[src/design/sccr_pkg.sv]
package sccr_pkg;

    localparam int ENTRIES_DEF  = 64;
    localparam int PIN_BITS_DEF = 8;
    localparam int TAG_W        = 32;
    localparam int SLOT_W       = 6;

    localparam logic [1:0] KIND_LOOKUP  = 2'd0;
    localparam logic [1:0] KIND_RELEASE = 2'd1;
    localparam logic [1:0] KIND_FLUSH   = 2'd2;

    localparam logic [2:0] ST_HIT        = 3'd0;
    localparam logic [2:0] ST_FILLED     = 3'd1;
    localparam logic [2:0] ST_RELEASED   = 3'd2;
    localparam logic [2:0] ST_WRITEBACK  = 3'd3;
    localparam logic [2:0] ST_ALL_PINNED = 3'd4;
    localparam logic [2:0] ST_NONE       = 3'd5;

    // controller to datapath
    typedef struct packed {
        logic load;
        logic scan;
        logic finish;
        logic sweep;
    } cmd_t;

    // datapath to controller
    typedef struct packed {
        logic last_eval;
        logic need_sweep;
        logic victim;
    } sts_t;

endpackage

[src/design/sccr_ram.sv]
module sccr_ram #(
    parameter int WIDTH = 8,
    parameter int DEPTH = 64
) (
    input  logic                     clk,
    input  logic                     we,
    input  logic [$clog2(DEPTH)-1:0] waddr,
    input  logic [WIDTH-1:0]         wdata,
    input  logic [$clog2(DEPTH)-1:0] raddr,
    output logic [WIDTH-1:0]         rdata
);

    logic [WIDTH-1:0] mem [DEPTH];

    always_ff @(posedge clk)
    begin
        if (we)
        begin
            mem[waddr] <= wdata;
        end
        rdata <= mem[raddr];
    end

endmodule

[src/design/sccr_ctrl.sv]
module sccr_ctrl (
    input  logic          clk,
    input  logic          rst_n,
    input  logic          start,
    input  sccr_pkg::sts_t sts,
    output sccr_pkg::cmd_t cmd,
    output logic          busy
);
    import sccr_pkg::*;

    typedef enum logic [1:0] {S_IDLE, S_SCAN, S_FINISH, S_SWEEP} state_t;

    state_t state_reg, state_next;

    always_comb
    begin
        state_next = state_reg;
        cmd        = '0;
        unique case (state_reg)
            S_IDLE:
            begin
                if (start)
                begin
                    cmd.load   = 1'b1;
                    state_next = S_SCAN;
                end
            end
            S_SCAN:
            begin
                cmd.scan = 1'b1;
                if (sts.last_eval)
                begin
                    state_next = S_FINISH;
                end
            end
            S_FINISH:
            begin
                cmd.finish = 1'b1;
                state_next = sts.need_sweep ? S_SWEEP : S_IDLE;
            end
            S_SWEEP:
            begin
                cmd.sweep = 1'b1;
                if (sts.victim)
                begin
                    state_next = S_IDLE;
                end
            end
            default:
            begin
                state_next = S_IDLE;
            end
        endcase
    end

    always_ff @(posedge clk or negedge rst_n)
    begin
        if (!rst_n)
        begin
            state_reg <= S_IDLE;
        end
        else
        begin
            state_reg <= state_next;
        end
    end

    assign busy = (state_reg != S_IDLE);

endmodule

[src/design/sccr_dp.sv]
module sccr_dp #(
    parameter int ENTRIES  = sccr_pkg::ENTRIES_DEF,
    parameter int PIN_BITS = sccr_pkg::PIN_BITS_DEF
) (
    input  logic                         clk,
    input  logic                         rst_n,
    input  sccr_pkg::cmd_t               cmd,
    output sccr_pkg::sts_t               sts,
    input  logic [1:0]                   kind,
    input  logic [sccr_pkg::TAG_W-1:0]   sector,
    input  logic                         mark_dirty,
    output logic                         strobe,
    output logic [2:0]                   status,
    output logic [sccr_pkg::SLOT_W-1:0]  slot,
    output logic                         fill_valid,
    output logic                         writeback_valid,
    output logic [sccr_pkg::TAG_W-1:0]   writeback_sector,
    output logic                         last
);
    import sccr_pkg::*;

    localparam int IW = $clog2(ENTRIES);
    localparam int PB = PIN_BITS;
    localparam int W  = TAG_W + PB + 2;
    localparam logic [IW-1:0] TOP = IW'(ENTRIES - 1);

    function automatic logic [SLOT_W-1:0] to_slot(input logic [IW-1:0] i);
        logic [IW+SLOT_W-1:0] w;
        w = {{SLOT_W{1'b0}}, i};
        return w[SLOT_W-1:0];
    endfunction

    function automatic logic [IW-1:0] wrap_inc(input logic [IW-1:0] i);
        return (i == TOP) ? '0 : i + 1'b1;
    endfunction

    // request and scan state
    logic [1:0]       kind_reg, kind_next;
    logic [TAG_W-1:0] sector_reg, sector_next;
    logic             md_reg, md_next;
    logic [IW-1:0]    idx_reg, idx_next;
    logic [IW-1:0]    ev_reg, ev_next;
    logic             rv_reg, rv_next;
    logic             iss_done_reg, iss_done_next;
    logic             hit_reg, hit_next;
    logic [IW-1:0]    hit_idx_reg, hit_idx_next;
    logic [W-1:0]     hit_word_reg, hit_word_next;
    logic             free_reg, free_next;
    logic [IW-1:0]    free_idx_reg, free_idx_next;
    logic             unp_reg, unp_next;
    logic             pend_reg, pend_next;
    logic [IW-1:0]    pend_idx_reg, pend_idx_next;
    logic [TAG_W-1:0] pend_tag_reg, pend_tag_next;
    logic [IW-1:0]    hand_reg, hand_next;
    logic [ENTRIES-1:0] valid_reg, valid_next;

    // result word
    logic             strobe_reg, strobe_next;
    logic [2:0]       status_reg, status_next;
    logic [SLOT_W-1:0] slot_reg, slot_next;
    logic             fill_reg, fill_next;
    logic             wb_reg, wb_next;
    logic [TAG_W-1:0] wbs_reg, wbs_next;
    logic             last_reg, last_next;

    logic          we;
    logic [IW-1:0] wa;
    logic [W-1:0]  wd;
    logic [W-1:0]  rd;

    logic             e_val;
    logic [TAG_W-1:0] q_tag;
    logic [PB-1:0]    q_pin;
    logic             q_acc;
    logic             q_dirty;
    logic             need_sweep;
    logic             victim;
    logic [PB-1:0]    h_pin;

    sccr_ram #(.WIDTH(W), .DEPTH(ENTRIES)) u_ram (
        .clk   (clk),
        .we    (we),
        .waddr (wa),
        .wdata (wd),
        .raddr (idx_reg),
        .rdata (rd)
    );

    assign e_val   = valid_reg[ev_reg];
    assign q_tag   = rd[W-1 -: TAG_W];
    assign q_pin   = e_val ? rd[PB+1:2] : '0;
    assign q_acc   = e_val & rd[1];
    assign q_dirty = e_val & rd[0];
    assign h_pin   = hit_word_reg[PB+1:2];

    assign need_sweep = (kind_reg == KIND_LOOKUP) && !hit_reg && !free_reg && unp_reg;
    assign victim     = cmd.sweep && rv_reg && (q_pin == '0) && !q_acc;

    assign sts.last_eval  = rv_reg && (ev_reg == TOP);
    assign sts.need_sweep = need_sweep;
    assign sts.victim     = victim;

    always_comb
    begin
        kind_next     = kind_reg;
        sector_next   = sector_reg;
        md_next       = md_reg;
        idx_next      = idx_reg;
        ev_next       = ev_reg;
        rv_next       = rv_reg;
        iss_done_next = iss_done_reg;
        hit_next      = hit_reg;
        hit_idx_next  = hit_idx_reg;
        hit_word_next = hit_word_reg;
        free_next     = free_reg;
        free_idx_next = free_idx_reg;
        unp_next      = unp_reg;
        pend_next     = pend_reg;
        pend_idx_next = pend_idx_reg;
        pend_tag_next = pend_tag_reg;
        hand_next     = hand_reg;
        valid_next    = valid_reg;
        we            = 1'b0;
        wa            = ev_reg;
        wd            = '0;
        strobe_next   = 1'b0;
        status_next   = status_reg;
        slot_next     = slot_reg;
        fill_next     = fill_reg;
        wb_next       = wb_reg;
        wbs_next      = wbs_reg;
        last_next     = last_reg;

        if (cmd.load)
        begin
            kind_next     = kind;
            sector_next   = sector;
            md_next       = mark_dirty;
            idx_next      = '0;
            rv_next       = 1'b0;
            iss_done_next = 1'b0;
            hit_next      = 1'b0;
            free_next     = 1'b0;
            unp_next      = 1'b0;
            pend_next     = 1'b0;
        end

        if (cmd.scan)
        begin
            // issue the next read
            rv_next = !iss_done_reg;
            ev_next = idx_reg;
            if (!iss_done_reg)
            begin
                idx_next = wrap_inc(idx_reg);
                if (idx_reg == TOP)
                begin
                    iss_done_next = 1'b1;
                end
            end
            // look at the entry read last cycle
            if (rv_reg)
            begin
                if (e_val && (q_tag == sector_reg) && !hit_reg)
                begin
                    hit_next      = 1'b1;
                    hit_idx_next  = ev_reg;
                    hit_word_next = rd;
                end
                if (!e_val && !free_reg)
                begin
                    free_next     = 1'b1;
                    free_idx_next = ev_reg;
                end
                if (q_pin == '0)
                begin
                    unp_next = 1'b1;
                end
                if ((kind_reg == KIND_FLUSH) && q_dirty)
                begin
                    // previous dirty entry goes out, this one waits
                    if (pend_reg)
                    begin
                        strobe_next = 1'b1;
                        status_next = ST_WRITEBACK;
                        slot_next   = to_slot(pend_idx_reg);
                        fill_next   = 1'b0;
                        wb_next     = 1'b1;
                        wbs_next    = pend_tag_reg;
                        last_next   = 1'b0;
                    end
                    pend_next     = 1'b1;
                    pend_idx_next = ev_reg;
                    pend_tag_next = q_tag;
                    we            = 1'b1;
                    wa            = ev_reg;
                    wd            = {rd[W-1:1], 1'b0};
                end
            end
        end

        if (cmd.finish)
        begin
            strobe_next = 1'b1;
            status_next = ST_NONE;
            slot_next   = '0;
            fill_next   = 1'b0;
            wb_next     = 1'b0;
            wbs_next    = '0;
            last_next   = 1'b1;
            unique case (kind_reg)
                KIND_LOOKUP:
                begin
                    if (hit_reg)
                    begin
                        we          = 1'b1;
                        wa          = hit_idx_reg;
                        wd          = {hit_word_reg[W-1 -: TAG_W],
                                       (&h_pin) ? h_pin : h_pin + 1'b1,
                                       hit_word_reg[1:0]};
                        status_next = ST_HIT;
                        slot_next   = to_slot(hit_idx_reg);
                    end
                    else if (free_reg)
                    begin
                        we                       = 1'b1;
                        wa                       = free_idx_reg;
                        wd                       = {sector_reg, PB'(1), 1'b1, 1'b0};
                        valid_next[free_idx_reg] = 1'b1;
                        status_next              = ST_FILLED;
                        slot_next                = to_slot(free_idx_reg);
                        fill_next                = 1'b1;
                    end
                    else if (unp_reg)
                    begin
                        // no result yet: sweep from the hand
                        strobe_next = 1'b0;
                        idx_next    = hand_reg;
                        rv_next     = 1'b0;
                    end
                    else
                    begin
                        status_next = ST_ALL_PINNED;
                    end
                end
                KIND_RELEASE:
                begin
                    if (hit_reg)
                    begin
                        we          = 1'b1;
                        wa          = hit_idx_reg;
                        wd          = {hit_word_reg[W-1 -: TAG_W],
                                       (h_pin == '0) ? h_pin : h_pin - 1'b1,
                                       hit_word_reg[1],
                                       hit_word_reg[0] | md_reg};
                        status_next = ST_RELEASED;
                        slot_next   = to_slot(hit_idx_reg);
                    end
                end
                KIND_FLUSH:
                begin
                    if (pend_reg)
                    begin
                        status_next = ST_WRITEBACK;
                        slot_next   = to_slot(pend_idx_reg);
                        wb_next     = 1'b1;
                        wbs_next    = pend_tag_reg;
                    end
                end
                default:
                begin
                    status_next = ST_NONE;
                end
            endcase
        end

        if (cmd.sweep)
        begin
            rv_next  = 1'b1;
            ev_next  = idx_reg;
            idx_next = wrap_inc(idx_reg);
            if (rv_reg && (q_pin == '0))
            begin
                we = 1'b1;
                wa = ev_reg;
                if (q_acc)
                begin
                    // second chance
                    wd = {rd[W-1:2], 1'b0, rd[0]};
                end
                else
                begin
                    wd          = {sector_reg, PB'(1), 1'b1, 1'b0};
                    hand_next   = wrap_inc(ev_reg);
                    strobe_next = 1'b1;
                    status_next = ST_FILLED;
                    slot_next   = to_slot(ev_reg);
                    fill_next   = 1'b1;
                    wb_next     = q_dirty;
                    wbs_next    = q_dirty ? q_tag : '0;
                    last_next   = 1'b1;
                end
            end
        end
    end

    always_ff @(posedge clk or negedge rst_n)
    begin
        if (!rst_n)
        begin
            rv_reg       <= 1'b0;
            iss_done_reg <= 1'b0;
            hit_reg      <= 1'b0;
            free_reg     <= 1'b0;
            unp_reg      <= 1'b0;
            pend_reg     <= 1'b0;
            hand_reg     <= '0;
            valid_reg    <= '0;
            strobe_reg   <= 1'b0;
            idx_reg      <= '0;
            ev_reg       <= '0;
            kind_reg     <= KIND_LOOKUP;
        end
        else
        begin
            rv_reg       <= rv_next;
            iss_done_reg <= iss_done_next;
            hit_reg      <= hit_next;
            free_reg     <= free_next;
            unp_reg      <= unp_next;
            pend_reg     <= pend_next;
            hand_reg     <= hand_next;
            valid_reg    <= valid_next;
            strobe_reg   <= strobe_next;
            idx_reg      <= idx_next;
            ev_reg       <= ev_next;
            kind_reg     <= kind_next;
        end
    end

    always_ff @(posedge clk)
    begin
        sector_reg   <= sector_next;
        md_reg       <= md_next;
        hit_idx_reg  <= hit_idx_next;
        hit_word_reg <= hit_word_next;
        free_idx_reg <= free_idx_next;
        pend_idx_reg <= pend_idx_next;
        pend_tag_reg <= pend_tag_next;
        status_reg   <= status_next;
        slot_reg     <= slot_next;
        fill_reg     <= fill_next;
        wb_reg       <= wb_next;
        wbs_reg      <= wbs_next;
        last_reg     <= last_next;
    end

    assign strobe           = strobe_reg;
    assign status           = status_reg;
    assign slot             = slot_reg;
    assign fill_valid       = fill_reg;
    assign writeback_valid  = wb_reg;
    assign writeback_sector = wbs_reg;
    assign last             = last_reg;

endmodule

[src/design/sector_cache_clock_replacement_core.sv]
// a command scans all tags, one entry per cycle from the metadata ram; a lookup
// miss on a full cache adds a clock sweep, one entry per cycle from the hand
// throughput: one command at a time, the next may start when busy falls
// flush results come one per dirty entry during the scan, the final one at the end
// reset: asynchronous active low, clears valid bits, hand and control; no stall
module sector_cache_clock_replacement_core #(
    parameter int ENTRIES  = sccr_pkg::ENTRIES_DEF,
    parameter int PIN_BITS = sccr_pkg::PIN_BITS_DEF
) (
    input  logic                         clk,
    input  logic                         rst_n,
    input  logic                         start,
    output logic                         busy,
    input  logic [1:0]                   kind,
    input  logic [sccr_pkg::TAG_W-1:0]   sector,
    input  logic                         mark_dirty,
    output logic                         strobe,
    output logic [2:0]                   status,
    output logic [sccr_pkg::SLOT_W-1:0]  slot,
    output logic                         fill_valid,
    output logic                         writeback_valid,
    output logic [sccr_pkg::TAG_W-1:0]   writeback_sector,
    output logic                         last
);
    import sccr_pkg::*;

    // command and status between the sequencer and the datapath
    cmd_t cmd;
    sts_t sts;

    // sequencer: idle, tag scan, decision, clock sweep
    sccr_ctrl u_ctrl (
        .clk   (clk),
        .rst_n (rst_n),
        .start (start),
        .sts   (sts),
        .cmd   (cmd),
        .busy  (busy)
    );

    // datapath: metadata ram, valid bits, clock hand and result word register
    sccr_dp #(
        .ENTRIES  (ENTRIES),
        .PIN_BITS (PIN_BITS)
    ) u_dp (
        .clk              (clk),
        .rst_n            (rst_n),
        .cmd              (cmd),
        .sts              (sts),
        .kind             (kind),
        .sector           (sector),
        .mark_dirty       (mark_dirty),
        .strobe           (strobe),
        .status           (status),
        .slot             (slot),
        .fill_valid       (fill_valid),
        .writeback_valid  (writeback_valid),
        .writeback_sector (writeback_sector),
        .last             (last)
    );

    // a fill always comes with a filled status
    a_fill_status: assert property (@(posedge clk) disable iff (!rst_n)
        (strobe && fill_valid) |-> (status == ST_FILLED))
        else $error("fill without filled status");

    // only flush writebacks may leave the word open
    a_last_flush: assert property (@(posedge clk) disable iff (!rst_n)
        (strobe && !last) |-> (status == ST_WRITEBACK))
        else $error("non-final result outside flush");

    // an accepted command makes the block busy
    a_busy: assert property (@(posedge clk) disable iff (!rst_n)
        (start && !busy) |=> busy)
        else $error("command accepted but not busy");

    // no result word while idle and no command pending
    a_idle_quiet: assert property (@(posedge clk) disable iff (!rst_n)
        (!busy && !$past(busy)) |-> !strobe)
        else $error("result while idle");

endmodule
[config.mk]
export PLATFORM = sky130hd
export DESIGN_NAME = sector_cache_clock_replacement_core
export DESIGN_NICKNAME = d
export VERILOG_FILES = /design/src/design/sccr_pkg.sv /design/src/design/sccr_ram.sv /design/src/design/sccr_ctrl.sv /design/src/design/sccr_dp.sv /design/src/design/sector_cache_clock_replacement_core.sv
export SDC_FILE = /design/constraint.sdc
export NUM_CORES = 2
export LEC_CHECK = 0
export ABC_CLOCK_PERIOD_IN_PS = 9400
export BUFFER_PORTS_ARGS = -buffer_cell sky130_fd_sc_hd__buf_2
export CAP_MARGIN = 20
export CORE_MARGIN = 2
export CORE_UTILIZATION = 63
export DETAILED_ROUTE_END_ITERATION = 8
export GPL_ROUTABILITY_DRIVEN = 0
export PLACE_DENSITY = 0.79
export RECOVER_POWER = 50
export SYNTH_ARGS = -nofsm -noshare
export SYNTH_HDL_FRONTEND = slang
export SYNTH_SLANG_ARGS = --single-unit
[constraint.sdc]
create_clock -name clk -period 9.4 [get_ports clk]
set_input_delay 0.94 -clock clk [delete_from_list [all_inputs] [get_ports clk]]
set_output_delay 0.94 -clock clk [all_outputs]
set_load 0.005 [all_outputs]
# --- After elaboration in Yosys (flattened, before gate mapping) ---
# Memory sizes are Yosys's and may differ from the RTL's. A register that Yosys moved wholly into a read port is not among the register bits.
# Cells that the tools add are included.
word_totals:
  mem_bits_rw: 2688
  mem_count: 1
  reg_bits: 262
  input_bits: 38
  out_inout_bits: 46
op_classes:
  addsub: 4
  order_cmp: 3
  n_bitwise: 6
  mux: 166
  eq_ne: 11
  reduce_logical: 31
mem_list:
  columns: ["name", "depth", "word_bits", "read_ports", "rd_clocked_by_memory_dff", "wr", "line", "text"]
  rows:
  - ["u_dp.u_ram.mem", 64, 42, 1, 1, 1, "sccr_ram.sv:13", "logic [WIDTH-1:0] mem [DEPTH];"]
op_table:
  columns: ["cell", "count"]
  rows:
  - ["two-way mux 42 bit", 10]
  - ["two-way mux 32 bit", 11]
  - ["two-way mux 6 bit", 31]
  - ["two-way mux 1 bit", 87]
  - ["one-hot mux 42 bit (2 select lines)", 1]
  - ["bitwise OR 64 bit", 1]
  - ["two-way mux 3 bit", 12]
  - ["== test 32 bit", 1]
  - ["two-way mux 8 bit", 3]
  - ["one-hot mux 6 bit (3 select lines)", 1]
  - ["logical NOT 8 bit", 2]
  - ["AND reduction 3 bit", 5]
  - ["< comparator 6 x 7 -> 1 bit (second input constant)", 2]
  - ["logical AND 1 bit", 13]
  - ["adder 6 x 1 -> 6 bit (second input constant)", 2]
  - ["== test 6 bit (second input constant)", 2]
  - ["one-hot mux 6 bit (2 select lines)", 1]
  - ["one-hot mux 3 bit (3 select lines)", 1]
  - ["adder 8 x 1 -> 8 bit (second input constant)", 1]
  - ["two-way mux 2 bit", 4]
  - ["one-hot mux 2 bit (4 select lines)", 1]
  - ["AND reduction 8 bit", 1]
  - ["subtractor 8 x 1 -> 8 bit (second input constant)", 1]
  - ["binary-select mux 1 bit (select 6 bit)", 1]
  - ["other kinds (14)", 26]

# --- Longest topological paths before layout ---
logic_depth:
  ltp_word: 15
  ltp_mapped: 13
  ltp_nobuf: 8

# --- Modules after synthesis ---
# From an unflattened synthesis, not the netlist that was laid out.
hier_totals:
  cells_unflattened: 5433
  area_unflattened_um2: 114997.8
modules_own_cells:
  columns: ["mod", "cells_each", "instances", "area_each_um2", "seq_area_each_um2"]
  rows:
  - ["sccr_ram", 4448, 1, 102965.0, 81558.2]
  - ["sccr_dp", 970, 1, 11895.2, 6911.6]
  - ["sccr_ctrl", 15, 1, 137.6, 50.0]

# --- Worst setup path after synthesis ---
# No wires, ideal clock.
synth_timing:
  path_kind: "register -> register"
  startpoint: "register u_dp.ev_reg[0]"
  endpoint: "register u_dp.hit_idx_reg[0], enable pin"
  arrival_time_ps: 6354
  setup_ps: 576
  stages_incl_launch_ff: 8
  setup_slack_ps: 2470
  synth_period_minus_slack_ps: 6930
  cell_sequence: "dfrtp_1 -> buf_6 -> buf_6 -> mux4_2 -> mux2i_1 -> a221oi_2 -> a32oi_2 -> nor4_1"
synth_via:
  elab_chain_len: 5
synth_rtl:
  columns: ["element", "line", "text"]
  rows:
  - ["start, declared", "sccr_dp.sv:42", "logic [IW-1:0] ev_reg, ev_next;"]
  - ["start signal, assigned", "sccr_dp.sv:336", "ev_reg <= ev_next;"]
  - ["binary-select mux 1 bit (select 6 bit)", "sccr_dp.sv:89", "assign e_val = valid_reg[ev_reg];"]
  - ["two-way mux 1 bit (implied by the code)", "sccr_dp.sv:89", null]
  - ["logical AND 1 bit (2 in a row)", "sccr_dp.sv:164", "if (e_val && (q_tag == sector_reg) && !hit_reg)"]
  - ["AND reduction 3 bit (no source line)", null, null]
  - ["end signal, assigned", "sccr_dp.sv:345", "hit_idx_reg <= hit_idx_next;"]
  - ["end, declared", "sccr_dp.sv:46", "logic [IW-1:0] hit_idx_reg, hit_idx_next;"]
# No other way between the ends. The select of a mux whose other input is x is not followed.
# A chain may end at the register's enable or synchronous reset.

==> impl_metrics.env <==
export IMPL_min_from="sector[13]"
export IMPL_antenna_found_initial=9
export IMPL_cts_resized=0
export IMPL_cts_buffer_depth=4
export IMPL_port_buffers=83
export IMPL_yosys_area_top_type="edfxtp_1"
export IMPL_hold_class="in -> reg"
export IMPL_pin_count=84
export IMPL_grt_setup_unrepaired="false"
export IMPL_cts_made_buffers=299
export IMPL_wirelength_microns=331000
export IMPL_arrival_ps=8220
export IMPL_post_route_min_period_ps=7410
export IMPL_cts_tree="built"
export IMPL_synth_common_cells="edfxtp_1 (2813), mux4_2 (629), mux2i_1 (328), clkbuf_1 (167), nand2_1 (162)"
export IMPL_syn2layout_area_growth_pct=11.7
export IMPL_die_y_microns=432
export IMPL_clkLatencyLatePin_ps=940
export IMPL_violations="capacitance limit, slew limit"
export IMPL_synth_area_top_cells="edfxtp_1 (73%), mux4_2 (12%), mux2i_1 (2.8%), dfrtp_1 (2.0%), dfxtp_1 (1.5%)"
export IMPL_setup_violations=0
export IMPL_grt_pass1_wl_microns=465000
export IMPL_final_setup_tns_ps=0
export IMPL_status="finished, violations left"
export IMPL_worstSetupStartpointType="register"
export IMPL_yosysUniqueCellTypes=79
export IMPL_syn_nets=5622
export IMPL_postSynthAreaPerCell_sq_um=20.7
export IMPL_grt_ovfl_total=0
export IMPL_drtIter0Drc=10901
export IMPL_grt_pass1_vias=62844
export IMPL_crit_path_end_kind="register"
export IMPL_synth_edff_count=2813
export IMPL_htree_levels=5
export IMPL_start_util_pct=63.2
export IMPL_dr_wl_met2_microns=153000
export IMPL_cap_violations=35
export IMPL_die_w_microns=432
export IMPL_netlist_area_leader_share_pct=73.2
export IMPL_clkSinkCount=2992
export IMPL_wl_met1_microns=108000
export IMPL_post_place_ws_ps=3890
export IMPL_hold_viol_final=0
export IMPL_rows=157
export IMPL_reg2reg_from="u_dp.idx_reg[1]"
export IMPL_post_route_period_util_pct=78.8
export IMPL_met3_length_microns=49100
export IMPL_grt_max_degree=114
export IMPL_wl_per_cell_microns=39.0
export IMPL_cts_root_buffer="clkbuf_16"
export IMPL_drt_pass1_iterations=8
export IMPL_cp_max_fo=113
export IMPL_synth_area_sq_um=115000
export IMPL_track_usage_pct=35.7
export IMPL_p_leak_uw=0.0365
export IMPL_finish_net_count=5932
export IMPL_setup_slack_ps=1990
export IMPL_antenna_left=0
export IMPL_crit_path_start="u_dp.idx_reg[1]"
export IMPL_max_freq_mhz=135
export IMPL_yosysWarnings=0
export IMPL_synth_most_common_cell="edfxtp_1"
export IMPL_finalPower_uw=25900
export IMPL_ys_ff_latch=2992
export IMPL_largest_register_ff_count=2688
export IMPL_tightest_slew_ps=3410
export IMPL_final_layout_size_suffix_gt1_share_pct=22.4
export IMPL_synthArstFlopShare_pct=3.11
export IMPL_route_detailed_drc=0
export IMPL_syn_inst=5579
export IMPL_die_area_sq_um=187000
export IMPL_dp_final_hpwl_microns=176000
export IMPL_synth_ff_type="edfxtp_1"
export IMPL_n_fill_cell=10259
export IMPL_routed_top_layer="met5"
export IMPL_vias=63496
export IMPL_drv_slew=1112
export IMPL_vias_per_cell=7.47
export IMPL_clk_pin_slew_ps=60
export IMPL_cts_setup_buffers=0
export IMPL_skew_ps=50.4
export IMPL_power_per_cell_area_nw_per_um2=201
export IMPL_vdd_ir_drop_max_mv=0.171
export IMPL_core_sq_um=183000
export IMPL_slew_headroom_pct=-127
export IMPL_cp_required_ps=10210
export IMPL_path_class="reg -> reg"
export IMPL_ys_seq_area_share_pct=76.7
[layout by cell type (no fill, tap or decap), types with 86 or more instances in the layout]
master | netlist | routed
o21ai_0 | 95 | 111
clkbuf_16 | 0 | 309
nor2_1 | 147 | 143
buf_4 | 6 | 170
edfxtp_1 | 2813 | 2813
dfxtp_1 | 86 | 86
mux4_2 | 629 | 629
dfrtp_1 | 93 | 89
clkbuf_1 | 167 | 157
a21oi_1 | 101 | 99
nand2_1 | 162 | 159
mux2i_1 | 328 | 328
o221ai_1 | 128 | 128
[metal layers]
layer  track usage [%]  vias up
li1                  -    23957
met1              46.8    32275
met2              53.9     6062
met3              11.0     1192
met4              19.5       10
met5             0.677        -
[stage by stage]
stage | hold WS, ps | cell area (sq um) | utilization, % | std cells
6_report | 188 | 129000 | 70.6 | 8502
5_1_grt | 177 | 129000 | 70.6 | 8497
4_1_cts | 153 | 129000 | 70.8 | 8491
3_5_place_dp | 443 | 120000 | 65.8 | 7967
3_3_place_gp | 433 | 120000 | 65.8 | 7966
2_1_floorplan | 421 | 115000 | - | 5579
[critical path, cell delays in order (launching register included)]
cell and delay, ps:
dfrtp_1 2470, clkbuf_2 2660, mux4_2 670, mux2i_1 100, a221oi_1 740, o21ai_0 210, nand3_1 290
[area by class of cell]
class	count	area (sq um)	area share, %
flip-flops and latches	2992	88500	68.6
inverters	22	92.6	0.0718
multi-input cells	2250	25900	20.1
well taps	2385	2980	2.31
clock inverters	141	1180	0.916
clock buffers	382	8110	6.29
diodes	6	15.0	0.0116
repair buffers	324	2110	1.64
[where the power goes]
group          switching (uW)  internal [uW]
sequential              0.555          14300
clock                    4940           6630
combinational            11.7           6.36
total                    4950          21000
[logic make-up (layout without fill, tap and decap cells)]
logic type / Yosys count / after routing / share of synthesized area (%)
AOI/OAI and AO/OA: 696 / 696 / 4.26
adders and majority gates: 5 / 5 / 0.0542
muxes: 969 / 969 / 15.2
xor gates and xnor gates: 40 / 40 / 0.303
buffers and inverters: 337 / 869 / 1.26
DFF: 2992 / 2992 / 76.7
and+or+nand+nor: 540 / 540 / 2.22
other: 0 / 6 / 0
[timing repair]
item / in CTS / in global routing
endpoints found under the setup margin: 0 / 0
hold endpoints to repair: 9 / 0
hold buffers: 1 / 0
[path summary, 6_finish.rpt]
kind | end | slack, ps | depth (start not counted)
hold / removal | u_dp.sector_reg[13] | 190 | 1
hold reg to reg | u_dp.valid_reg[53] | 450 | 1
setup reg to reg | u_dp.u_ram.rdata[1] | 1990 | 6
min in group asynchronous | u_dp.free_reg | 580 | 2
setup / recovery | u_dp.u_ram.rdata[1] | 1990 | 6
max in group asynchronous | u_dp.valid_reg[24] | 4300 | 4
No activity file was read; power rests on OpenSTA's default activity.
